$ cat src/rtl/cbe_pkg.sv
package cbe_pkg;

    // Field and register widths
    localparam int IN_W      = 18;
    localparam int CFG_W     = 7;
    localparam int CFG_IDX_W = 2;

    // Output fixed point: Q1.FRAC_BITS
    localparam int FRAC_BITS = 16;
    localparam int OUT_W     = FRAC_BITS + 1;
    localparam logic [OUT_W-1:0] OUT_ONE = OUT_W'(1) << FRAC_BITS;

    // Curve parameter: unsigned Q1.24, range 0..1.0 inclusive
    localparam int TBITS  = 24;
    localparam int T_W    = TBITS + 1;
    localparam logic [T_W-1:0] T_ONE = T_W'(1) << TBITS;
    localparam int CSHIFT = TBITS - FRAC_BITS;
    localparam logic [T_W-1:0] T_ROUND = T_W'(1) << (CSHIFT - 1);

    // Control points are scaled by 1/127
    localparam int CTRL_SCALE = 127;

    // Datapath widths: weights carry a factor of three, the sum stays below 2^31
    localparam int W_W     = T_W + 2;
    localparam int ACC_W   = 32;
    localparam int M_W     = ACC_W - CSHIFT;
    localparam int MUL_A_W = W_W;
    localparam int MUL_B_W = T_W;
    localparam int PROD_W  = MUL_A_W + MUL_B_W;

    // Rounding offset of the final scale, half of 127 << CSHIFT
    localparam logic [ACC_W-1:0] HALF_D = ACC_W'((CTRL_SCALE << CSHIFT) / 2);

    // Reciprocal of 127 for the constant division
    localparam int RECIP_SHIFT = 30;
    localparam logic [MUL_B_W-1:0] RECIP =
        MUL_B_W'((64'd1 << RECIP_SHIFT) / 64'd127);

    // Bisection length
    localparam int ITERATIONS = 32;
    localparam int ITER_W     = (ITERATIONS > 1) ? $clog2(ITERATIONS) : 1;

    // Register indexes
    localparam logic [CFG_IDX_W-1:0] REG_CTRL1_X = 2'd0;
    localparam logic [CFG_IDX_W-1:0] REG_CTRL1_Y = 2'd1;
    localparam logic [CFG_IDX_W-1:0] REG_CTRL2_X = 2'd2;
    localparam logic [CFG_IDX_W-1:0] REG_CTRL2_Y = 2'd3;

    // Controller states
    typedef enum logic [3:0] {
        ST_IDLE,
        ST_MID,
        ST_T2,
        ST_U2,
        ST_T3,
        ST_A,
        ST_B,
        ST_P1,
        ST_P2,
        ST_SUM,
        ST_RECIP,
        ST_FIX,
        ST_DECIDE,
        ST_OUT
    } cbe_state_t;

    // Datapath operations
    typedef enum logic [3:0] {
        OP_NONE,
        OP_LOAD,
        OP_MID,
        OP_T2,
        OP_U2,
        OP_T3,
        OP_A,
        OP_B,
        OP_P1,
        OP_P2,
        OP_SUM,
        OP_RECIP,
        OP_FIX,
        OP_DECIDE,
        OP_OUT
    } cbe_op_t;

    typedef struct packed {
        cbe_op_t op;
        logic    use_y;
    } cbe_cmd_t;

    typedef struct packed {
        logic close;
        logic out_free;
    } cbe_status_t;

endpackage

$ cat src/rtl/cbe_datapath.sv
module cbe_datapath
    import cbe_pkg::*;
(
    input  logic                 aclk,
    input  logic                 aresetn,
    input  logic                 cfg_wr_en,
    input  logic [CFG_IDX_W-1:0] cfg_index,
    input  logic [CFG_W-1:0]     cfg_wdata,
    input  logic [IN_W-1:0]      s_time_in,
    output logic                 m_valid,
    input  logic                 m_ready,
    output logic [OUT_W-1:0]     m_eased_value,
    output logic [OUT_W-1:0]     m_curve_param,
    input  cbe_cmd_t             cmd,
    output cbe_status_t          status
);

    logic [CFG_W-1:0]   ctrl1_x_reg, ctrl1_y_reg, ctrl2_x_reg, ctrl2_y_reg;
    logic [OUT_W-1:0]   time_reg;
    logic [T_W-1:0]     start_reg, stop_reg, t_reg;
    logic [T_W-1:0]     t2_reg, u2_reg, t3_reg;
    logic [W_W-1:0]     w1_reg, w2_reg;
    logic [ACC_W-1:0]   acc_reg;
    logic [OUT_W-1:0]   q_est_reg, x_reg;
    logic [OUT_W-1:0]   eased_reg, param_reg;
    logic               m_valid_reg;

    logic [T_W-1:0]     u;
    logic [CFG_W-1:0]   c1, c2;
    logic [MUL_A_W-1:0] mul_a;
    logic [MUL_B_W-1:0] mul_b;
    logic [PROD_W-1:0]  prod;
    logic [T_W-1:0]     prod_hi;
    logic [W_W-1:0]     triple;
    logic [M_W-1:0]     m_val;
    logic [T_W-1:0]     rem;
    logic [OUT_W-1:0]   diff;
    logic [OUT_W-1:0]   time_clamped;
    logic [T_W:0]       mid_sum;
    logic [T_W-1:0]     param_sum;

    // Configuration registers
    always_ff @(posedge aclk) begin
        if (!aresetn) begin
            ctrl1_x_reg <= '0;
            ctrl1_y_reg <= '0;
            ctrl2_x_reg <= '0;
            ctrl2_y_reg <= '0;
        end else if (cfg_wr_en) begin
            unique case (cfg_index)
                REG_CTRL1_X: ctrl1_x_reg <= cfg_wdata;
                REG_CTRL1_Y: ctrl1_y_reg <= cfg_wdata;
                REG_CTRL2_X: ctrl2_x_reg <= cfg_wdata;
                REG_CTRL2_Y: ctrl2_y_reg <= cfg_wdata;
                default: ;
            endcase
        end
    end

    // The x phase uses the x coordinates, the final pass the y coordinates.
    assign c1 = cmd.use_y ? ctrl1_y_reg : ctrl1_x_reg;
    assign c2 = cmd.use_y ? ctrl2_y_reg : ctrl2_x_reg;
    assign u  = T_ONE - t_reg;

    // Shared multiplier operand selection
    always_comb begin
        mul_a = '0;
        mul_b = '0;
        unique case (cmd.op)
            OP_T2: begin
                mul_a = MUL_A_W'(t_reg);
                mul_b = t_reg;
            end
            OP_U2: begin
                mul_a = MUL_A_W'(u);
                mul_b = u;
            end
            OP_T3: begin
                mul_a = MUL_A_W'(t2_reg);
                mul_b = t_reg;
            end
            OP_A: begin
                mul_a = MUL_A_W'(u2_reg);
                mul_b = t_reg;
            end
            OP_B: begin
                mul_a = MUL_A_W'(u);
                mul_b = t2_reg;
            end
            OP_P1: begin
                mul_a = w1_reg;
                mul_b = MUL_B_W'(c1);
            end
            OP_P2: begin
                mul_a = w2_reg;
                mul_b = MUL_B_W'(c2);
            end
            OP_RECIP: begin
                mul_a = MUL_A_W'(m_val);
                mul_b = RECIP;
            end
            default: ;
        endcase
    end

    assign prod    = PROD_W'(mul_a) * PROD_W'(mul_b);
    assign prod_hi = prod[TBITS +: T_W];
    assign triple  = W_W'(prod_hi) + (W_W'(prod_hi) << 1);

    // Sum scaled down by the power-of-two part of the divisor
    assign m_val = acc_reg[CSHIFT +: M_W];

    // Remainder after the reciprocal estimate, used to correct by one
    assign rem = T_W'(m_val) - (T_W'(q_est_reg) << 7) + T_W'(q_est_reg);

    // Distance between the target time and the curve x
    assign diff = (time_reg > x_reg) ? (time_reg - x_reg) : (x_reg - time_reg);

    // Input clamp to 0..1.0
    always_comb begin
        if (s_time_in[IN_W-1]) begin
            time_clamped = '0;
        end else if (s_time_in[OUT_W-1:0] > OUT_ONE || s_time_in[IN_W-2] &&
                     s_time_in[OUT_W-1:0] != '0) begin
            time_clamped = OUT_ONE;
        end else begin
            time_clamped = s_time_in[OUT_W-1:0];
        end
    end

    assign mid_sum   = (T_W + 1)'(start_reg) + (T_W + 1)'(stop_reg);
    assign param_sum = t_reg + T_ROUND;

    // Datapath registers, one operation per cycle
    always_ff @(posedge aclk) begin
        unique case (cmd.op)
            OP_LOAD: begin
                time_reg  <= time_clamped;
                start_reg <= '0;
                stop_reg  <= T_ONE;
            end
            OP_MID:    t_reg     <= mid_sum[T_W:1];
            OP_T2:     t2_reg    <= prod_hi;
            OP_U2:     u2_reg    <= prod_hi;
            OP_T3:     t3_reg    <= prod_hi;
            OP_A:      w1_reg    <= triple;
            OP_B:      w2_reg    <= triple;
            OP_P1:     acc_reg   <= prod[ACC_W-1:0];
            OP_P2:     acc_reg   <= acc_reg + prod[ACC_W-1:0];
            OP_SUM: begin
                acc_reg <= acc_reg + (ACC_W'(t3_reg) << 7) - ACC_W'(t3_reg) + HALF_D;
            end
            OP_RECIP:  q_est_reg <= prod[RECIP_SHIFT +: OUT_W];
            OP_FIX: begin
                if (rem >= T_W'(CTRL_SCALE)) begin
                    x_reg <= q_est_reg + OUT_W'(1);
                end else begin
                    x_reg <= q_est_reg;
                end
            end
            OP_DECIDE: begin
                if (diff > OUT_W'(1)) begin
                    if (time_reg < x_reg) begin
                        stop_reg <= t_reg;
                    end else begin
                        start_reg <= t_reg;
                    end
                end
            end
            OP_OUT: begin
                eased_reg <= x_reg;
                param_reg <= param_sum[CSHIFT +: OUT_W];
            end
            default: ;
        endcase
    end

    // Output word valid flag
    always_ff @(posedge aclk) begin
        if (!aresetn) begin
            m_valid_reg <= 1'b0;
        end else if (cmd.op == OP_OUT) begin
            m_valid_reg <= 1'b1;
        end else if (m_ready) begin
            m_valid_reg <= 1'b0;
        end
    end

    assign m_valid         = m_valid_reg;
    assign m_eased_value   = eased_reg;
    assign m_curve_param   = param_reg;
    assign status.close    = (diff <= OUT_W'(1));
    assign status.out_free = !m_valid_reg || m_ready;

`ifndef SYNTH
    a_time_clamped: assert property (@(posedge aclk) disable iff (!aresetn)
        (cmd.op == OP_LOAD) |=> (time_reg <= OUT_ONE))
        else $error("clamped time exceeds one");

    a_interval_order: assert property (@(posedge aclk) disable iff (!aresetn)
        (cmd.op == OP_DECIDE) |=> (start_reg <= stop_reg && stop_reg <= T_ONE))
        else $error("bisection interval out of order");

    a_x_range: assert property (@(posedge aclk) disable iff (!aresetn)
        (cmd.op == OP_FIX) |=> (x_reg <= OUT_ONE))
        else $error("curve value exceeds one");
`endif

endmodule

$ cat src/rtl/cbe_ctrl.sv
module cbe_ctrl
    import cbe_pkg::*;
(
    input  logic        aclk,
    input  logic        aresetn,
    input  logic        s_valid,
    output logic        s_ready,
    output cbe_cmd_t    cmd,
    input  cbe_status_t status
);

    cbe_state_t        state_reg, state_next;
    logic [ITER_W-1:0] iter_reg, iter_next;
    logic              phase_y_reg, phase_y_next;

    // State, iteration count and phase registers
    always_ff @(posedge aclk) begin
        if (!aresetn) begin
            state_reg   <= ST_IDLE;
            iter_reg    <= '0;
            phase_y_reg <= 1'b0;
        end else begin
            state_reg   <= state_next;
            iter_reg    <= iter_next;
            phase_y_reg <= phase_y_next;
        end
    end

    // Sequencing of one curve evaluation per bisection step, then the y pass
    always_comb begin
        state_next   = state_reg;
        iter_next    = iter_reg;
        phase_y_next = phase_y_reg;
        s_ready      = 1'b0;
        cmd.op       = OP_NONE;
        cmd.use_y    = phase_y_reg;
        unique case (state_reg)
            ST_IDLE: begin
                s_ready = 1'b1;
                if (s_valid) begin
                    cmd.op       = OP_LOAD;
                    iter_next    = '0;
                    phase_y_next = 1'b0;
                    state_next   = ST_MID;
                end
            end
            ST_MID: begin
                cmd.op     = OP_MID;
                state_next = ST_T2;
            end
            ST_T2: begin
                cmd.op     = OP_T2;
                state_next = ST_U2;
            end
            ST_U2: begin
                cmd.op     = OP_U2;
                state_next = ST_T3;
            end
            ST_T3: begin
                cmd.op     = OP_T3;
                state_next = ST_A;
            end
            ST_A: begin
                cmd.op     = OP_A;
                state_next = ST_B;
            end
            ST_B: begin
                cmd.op     = OP_B;
                state_next = ST_P1;
            end
            ST_P1: begin
                cmd.op     = OP_P1;
                state_next = ST_P2;
            end
            ST_P2: begin
                cmd.op     = OP_P2;
                state_next = ST_SUM;
            end
            ST_SUM: begin
                cmd.op     = OP_SUM;
                state_next = ST_RECIP;
            end
            ST_RECIP: begin
                cmd.op     = OP_RECIP;
                state_next = ST_FIX;
            end
            ST_FIX: begin
                cmd.op     = OP_FIX;
                state_next = phase_y_reg ? ST_OUT : ST_DECIDE;
            end
            ST_DECIDE: begin
                // A close match keeps t; otherwise halve or finish on the midpoint.
                cmd.op = OP_DECIDE;
                if (status.close) begin
                    phase_y_next = 1'b1;
                    state_next   = ST_T2;
                end else if (iter_reg == ITER_W'(ITERATIONS - 1)) begin
                    phase_y_next = 1'b1;
                    state_next   = ST_MID;
                end else begin
                    iter_next  = iter_reg + ITER_W'(1);
                    state_next = ST_MID;
                end
            end
            ST_OUT: begin
                if (status.out_free) begin
                    cmd.op     = OP_OUT;
                    state_next = ST_IDLE;
                end
            end
            default: begin
                state_next = ST_IDLE;
            end
        endcase
    end

`ifndef SYNTH
    a_decide_in_x_phase: assert property (@(posedge aclk) disable iff (!aresetn)
        (state_reg == ST_DECIDE) |-> !phase_y_reg)
        else $error("bisection decision during the y pass");

    a_accept_restarts: assert property (@(posedge aclk) disable iff (!aresetn)
        (s_valid && s_ready) |=> (iter_reg == '0 && !phase_y_reg))
        else $error("new word did not restart the search");

    a_out_free: assert property (@(posedge aclk) disable iff (!aresetn)
        (cmd.op == OP_OUT) |-> status.out_free)
        else $error("result loaded over a pending word");
`endif

endmodule

$ cat src/rtl/cubic_bezier_easing_eval.sv
// The bisection search stops after k steps (1 <= k <= 32): early on a close
// match of the curve x, else when all 32 have run; then the y pass follows.
// Throughput: one word at a time; the next word is taken the cycle after the
// result is loaded. Each curve evaluation runs on one shared multiplier.
// Reset: synchronous, active low; clears the controller, the output valid flag
// and the four control point registers.
module cubic_bezier_easing_eval
    import cbe_pkg::*;
(
    input  logic                 aclk,
    input  logic                 aresetn,
    input  logic                 cfg_wr_en,
    input  logic [CFG_IDX_W-1:0] cfg_index,
    input  logic [CFG_W-1:0]     cfg_wdata,
    input  logic                 s_valid,
    output logic                 s_ready,
    input  logic [IN_W-1:0]      s_time_in,
    output logic                 m_valid,
    input  logic                 m_ready,
    output logic [OUT_W-1:0]     m_eased_value,
    output logic [OUT_W-1:0]     m_curve_param
);

    cbe_cmd_t    cmd;
    cbe_status_t status;

    // Sequencer
    cbe_ctrl u_ctrl (
        .aclk    (aclk),
        .aresetn (aresetn),
        .s_valid (s_valid),
        .s_ready (s_ready),
        .cmd     (cmd),
        .status  (status)
    );

    // Arithmetic, configuration and output register
    cbe_datapath u_datapath (
        .aclk          (aclk),
        .aresetn       (aresetn),
        .cfg_wr_en     (cfg_wr_en),
        .cfg_index     (cfg_index),
        .cfg_wdata     (cfg_wdata),
        .s_time_in     (s_time_in),
        .m_valid       (m_valid),
        .m_ready       (m_ready),
        .m_eased_value (m_eased_value),
        .m_curve_param (m_curve_param),
        .cmd           (cmd),
        .status        (status)
    );

endmodule
$ cat config.mk
export PLATFORM = sky130hd
export DESIGN_NAME = cubic_bezier_easing_eval
export DESIGN_NICKNAME = d
export VERILOG_FILES = /design/src/rtl/cbe_pkg.sv /design/src/rtl/cbe_datapath.sv /design/src/rtl/cbe_ctrl.sv /design/src/rtl/cubic_bezier_easing_eval.sv
export SDC_FILE = /design/constraint.sdc
export NUM_CORES = 2
export LEC_CHECK = 0
export CAP_MARGIN = 10
export CORE_ASPECT_RATIO = 0.8
export CORE_MARGIN = 3
export CORE_UTILIZATION = 29
export CTS_BUF_LIST = sky130_fd_sc_hd__clkbuf_2 sky130_fd_sc_hd__clkbuf_4 sky130_fd_sc_hd__clkbuf_8
export DETAILED_ROUTE_END_ITERATION = 16
export DONT_BUFFER_PORTS = 1
export MAX_ROUTING_LAYER = met4
export SYNTH_ARGS = -nofsm -noshare
export SYNTH_HDL_FRONTEND = slang
export SYNTH_SLANG_ARGS = --single-unit
$ cat constraint.sdc
create_clock -name aclk -period 20.2 [get_ports aclk]
set_input_delay 4.04 -clock aclk [delete_from_list [all_inputs] [get_ports aclk]]
set_output_delay 4.04 -clock aclk [all_outputs]
set_load 0.005 [all_outputs]
==> impl_metrics.yaml <==
run_status:
  status: "finished, final reports clean"
die:
  die_x_um: 452.0
  die-area_um2: 164000
  rows: 130
  initial_core_util: 0.2928
  pin_count: 68
  die_h_um: 362.8
  core_area_um2: 157600
grt:
  grt_max_degree: 54
  grt_overflow: 0
  grt_pass1_wl_um: 221100
  grt_use_total: 0.1798
  grt_pass1_vias: 36240
  antenna_found_initial: 6
clocking:
  cts_buffers: 66
  path_clk_slew_ns: 0.06
  postCtsSetupBuffers: 0
  cts.sinks: 360
  cts_tree: "yes"
  insertion_delay_ns: 0.68
  cts_resized: 0
  cts_hold_buf: 0
  cts_max_level: 3
  clock-root-buffer: "clkbuf_8"
  clock_path_buffers: 3
flow_run:
  drv_cap: 0
logic_synthesis:
  async_flop_share: 0
  yosysTopAreaCell: "fa_1"
  syn_area_um2: 46150
  avgSynthCellArea_um2: 9.199
  ys_ff_latch: 360
  seq_area_frac_synth: 0.2258
  synth.top_cell.area_share: 0.2620
  synth_edf_count: 321
  synth_area_leaders: "fa_1 (26%), edfxtp_1 (21%), ha_1 (11%)"
  ys.flop_type: "edfxtp_1"
  synth_cell_types: 104
  ys_top_cells_by_count: "inv_1 (982), nand2_1 (619), fa_1 (604)"
  netlist_instances: 5017
  yosysMostFrequentCell: "inv_1"
  yosysWarnings: 0
timing:
  hold_viol_final: 0
  min_period_ns: 14.62
  setup_tns_ns: 0
  slew_violations: 0
  setup_viol: 0
  fin_crit_sh: 0.7239
  finClkSkew_ns: 0.06465
  fin_ws_ns: 5.576
  max_freq_mhz: 68.38
  slew_headroom: 0.2347
  worst-slew-pin-transition_ns: 1.148
  rsz0062_at_grt: "false"
power:
  power_mw: 2.903
  max-vdd-ir-drop_v: 0.00006442
  p_per_area_nw_per_um2: 57.73
  p_leak_nw: 22.46
detailed_routing:
  wl_met3_um: 12780
  routed_wl_um: 143800
  wl_per_cell_um: 20.06
  met2WireLength_um: 61900
  routed.top_layer: "met4"
  routed_via_density: 5.022
  drt_iter0_drc: 3365
  postRouteAntennaNets: 0
  vias: 36010
  m1WireLength_um: 65340
  dr.pass1.iters: 8
  drc: 0
worst_setup_path:
  critPathKind: "reg -> reg"
  path_buf_inv: 6
  worstPathRequired_ns: 20.60
  crit_fanout: 21
  cp_top_family: "adder cells"
  max_stage_delay_ns: 0.93
  worstPathArrival_ns: 15.02
  cpMaxStageDelayCell: "a221o_1"
  worst_path_most_repeated_cell: "fa_1"
  crit_path_start_kind: "flop"
  worst_setup_path_end_kind: "flop"
finish:
  num-fill-cells: 16350
  syn2layout_area_growth_pct: 8.976
  fin_nets: 6033
  largest_reg_flops: 32
  drive_gt1_frac: 0.05438
hold_path:
  hp-class: "reg -> reg"
placement:
  dpl.hpwl_um: 113000
  dp_worst_setup_slack_ns: 5.814
  portBuffers: 0
  place_congestion: 0.9513
-- cells in the final DEF, fill, tap and decap left out, types with 66 or more instances in the layout --
master,netlist,routed
a21o_1,77,77
a21oi_1,165,159
a22oi_1,75,75
and2_1,97,97
buf_4,4,91
clkbuf_8,0,66
edfxtp_1,321,321
fa_1,604,604
ha_1,393,393
inv_1,982,982
nand2_1,619,619
nand3_1,90,90
nor2_1,351,345
o21ai_0,150,147
xnor2_1,146,146
xor2_1,68,68
-- worst reg2reg max path: cells and delay by family, from the launching register on --
kind	cells	cell delay, ns
AO/OA/AOI/OAI	14	4.26
XOR/XNOR	2	0.93
adder cells (fa/ha/maj)	10	4.74
buffers and inverters	6	0.45
flip-flops	1	0.52
AND/OR/NAND/NOR	13	3.44
-- cells by family (layout without fill, tap and decap cells) --
| group | after synthesis | after routing | synth area share |
|---|---|---|---|
| compound gates | 763 | 763 | 0.1116 |
| xor+xnor | 215 | 215 | 0.04110 |
| fa+ha+maj | 998 | 998 | 0.3688 |
| buf+inv | 1186 | 1197 | 0.09768 |
| flops | 360 | 360 | 0.2258 |
| mux | 59 | 59 | 0.01288 |
| other cells | 2 | 33 | 0.0001627 |
| simple gates | 1434 | 1434 | 0.1421 |
-- area by class of cell --
type                            instances  area (µm²)  area share
Multi-Input combinational cell       3500       31510      0.6266
Sequential cell                       360       10420      0.2072
Inverter                              984        3694     0.07344
Tap cell                             2112        2643     0.05254
Clock buffer                           91        1096     0.02179
Timing Repair Buffer                   92       698.2     0.01388
Clock inverter                         30       225.2    0.004478
Antenna cell                            2       5.005  0.00009951
-- report_power, final --
part	internal [mW]	switching (mW)	leakage (nW)
combinational	0.418	0.816	18.5
sequential	0.937	0.0282	3.28
clock	0.373	0.332	0.713
-- stage by stage --
| stage | util | hold slack (ns) | std cells | instance area [µm²] |
|---|---|---|---|---|
| 6_report | 0.3191 | 0.4586 | 7171 | 50290 |
| 5_1_grt | 0.3191 | 0.4829 | 7170 | 50290 |
| 4_1_cts | 0.3191 | 0.4615 | 7169 | 50290 |
| 3_5_place_dp | 0.3107 | 0.4632 | 7048 | 48970 |
| 3_3_place_gp | 0.3106 | 0.4405 | 7047 | 48950 |
| 2_1_floorplan | - | 0.4264 | 5046 | 46260 |
-- worst paths after layout --
path / cells after the start / end / slack [ns] / startpoint
setup / recovery: 45 / u_datapath.w1_reg[25] / 5.58 / u_datapath.t_reg[2]
hold reg to reg: 0 / u_datapath.m_eased_value[16] / 0.46 / u_datapath.x_reg[16]
hold / removal: 0 / u_datapath.m_eased_value[16] / 0.46 / u_datapath.x_reg[16]
setup reg to reg: 45 / u_datapath.w1_reg[25] / 5.58 / u_datapath.t_reg[2]
-- metal layers --
layer | vias up | global-route usage
met5 | - | -
met4 | 0 | 0.04761
met3 | 229 | 0.04029
met2 | 1446 | 0.2617
met1 | 18110 | 0.2509
li1 | 16230 | -
Power figures use the tool's default switching activity.
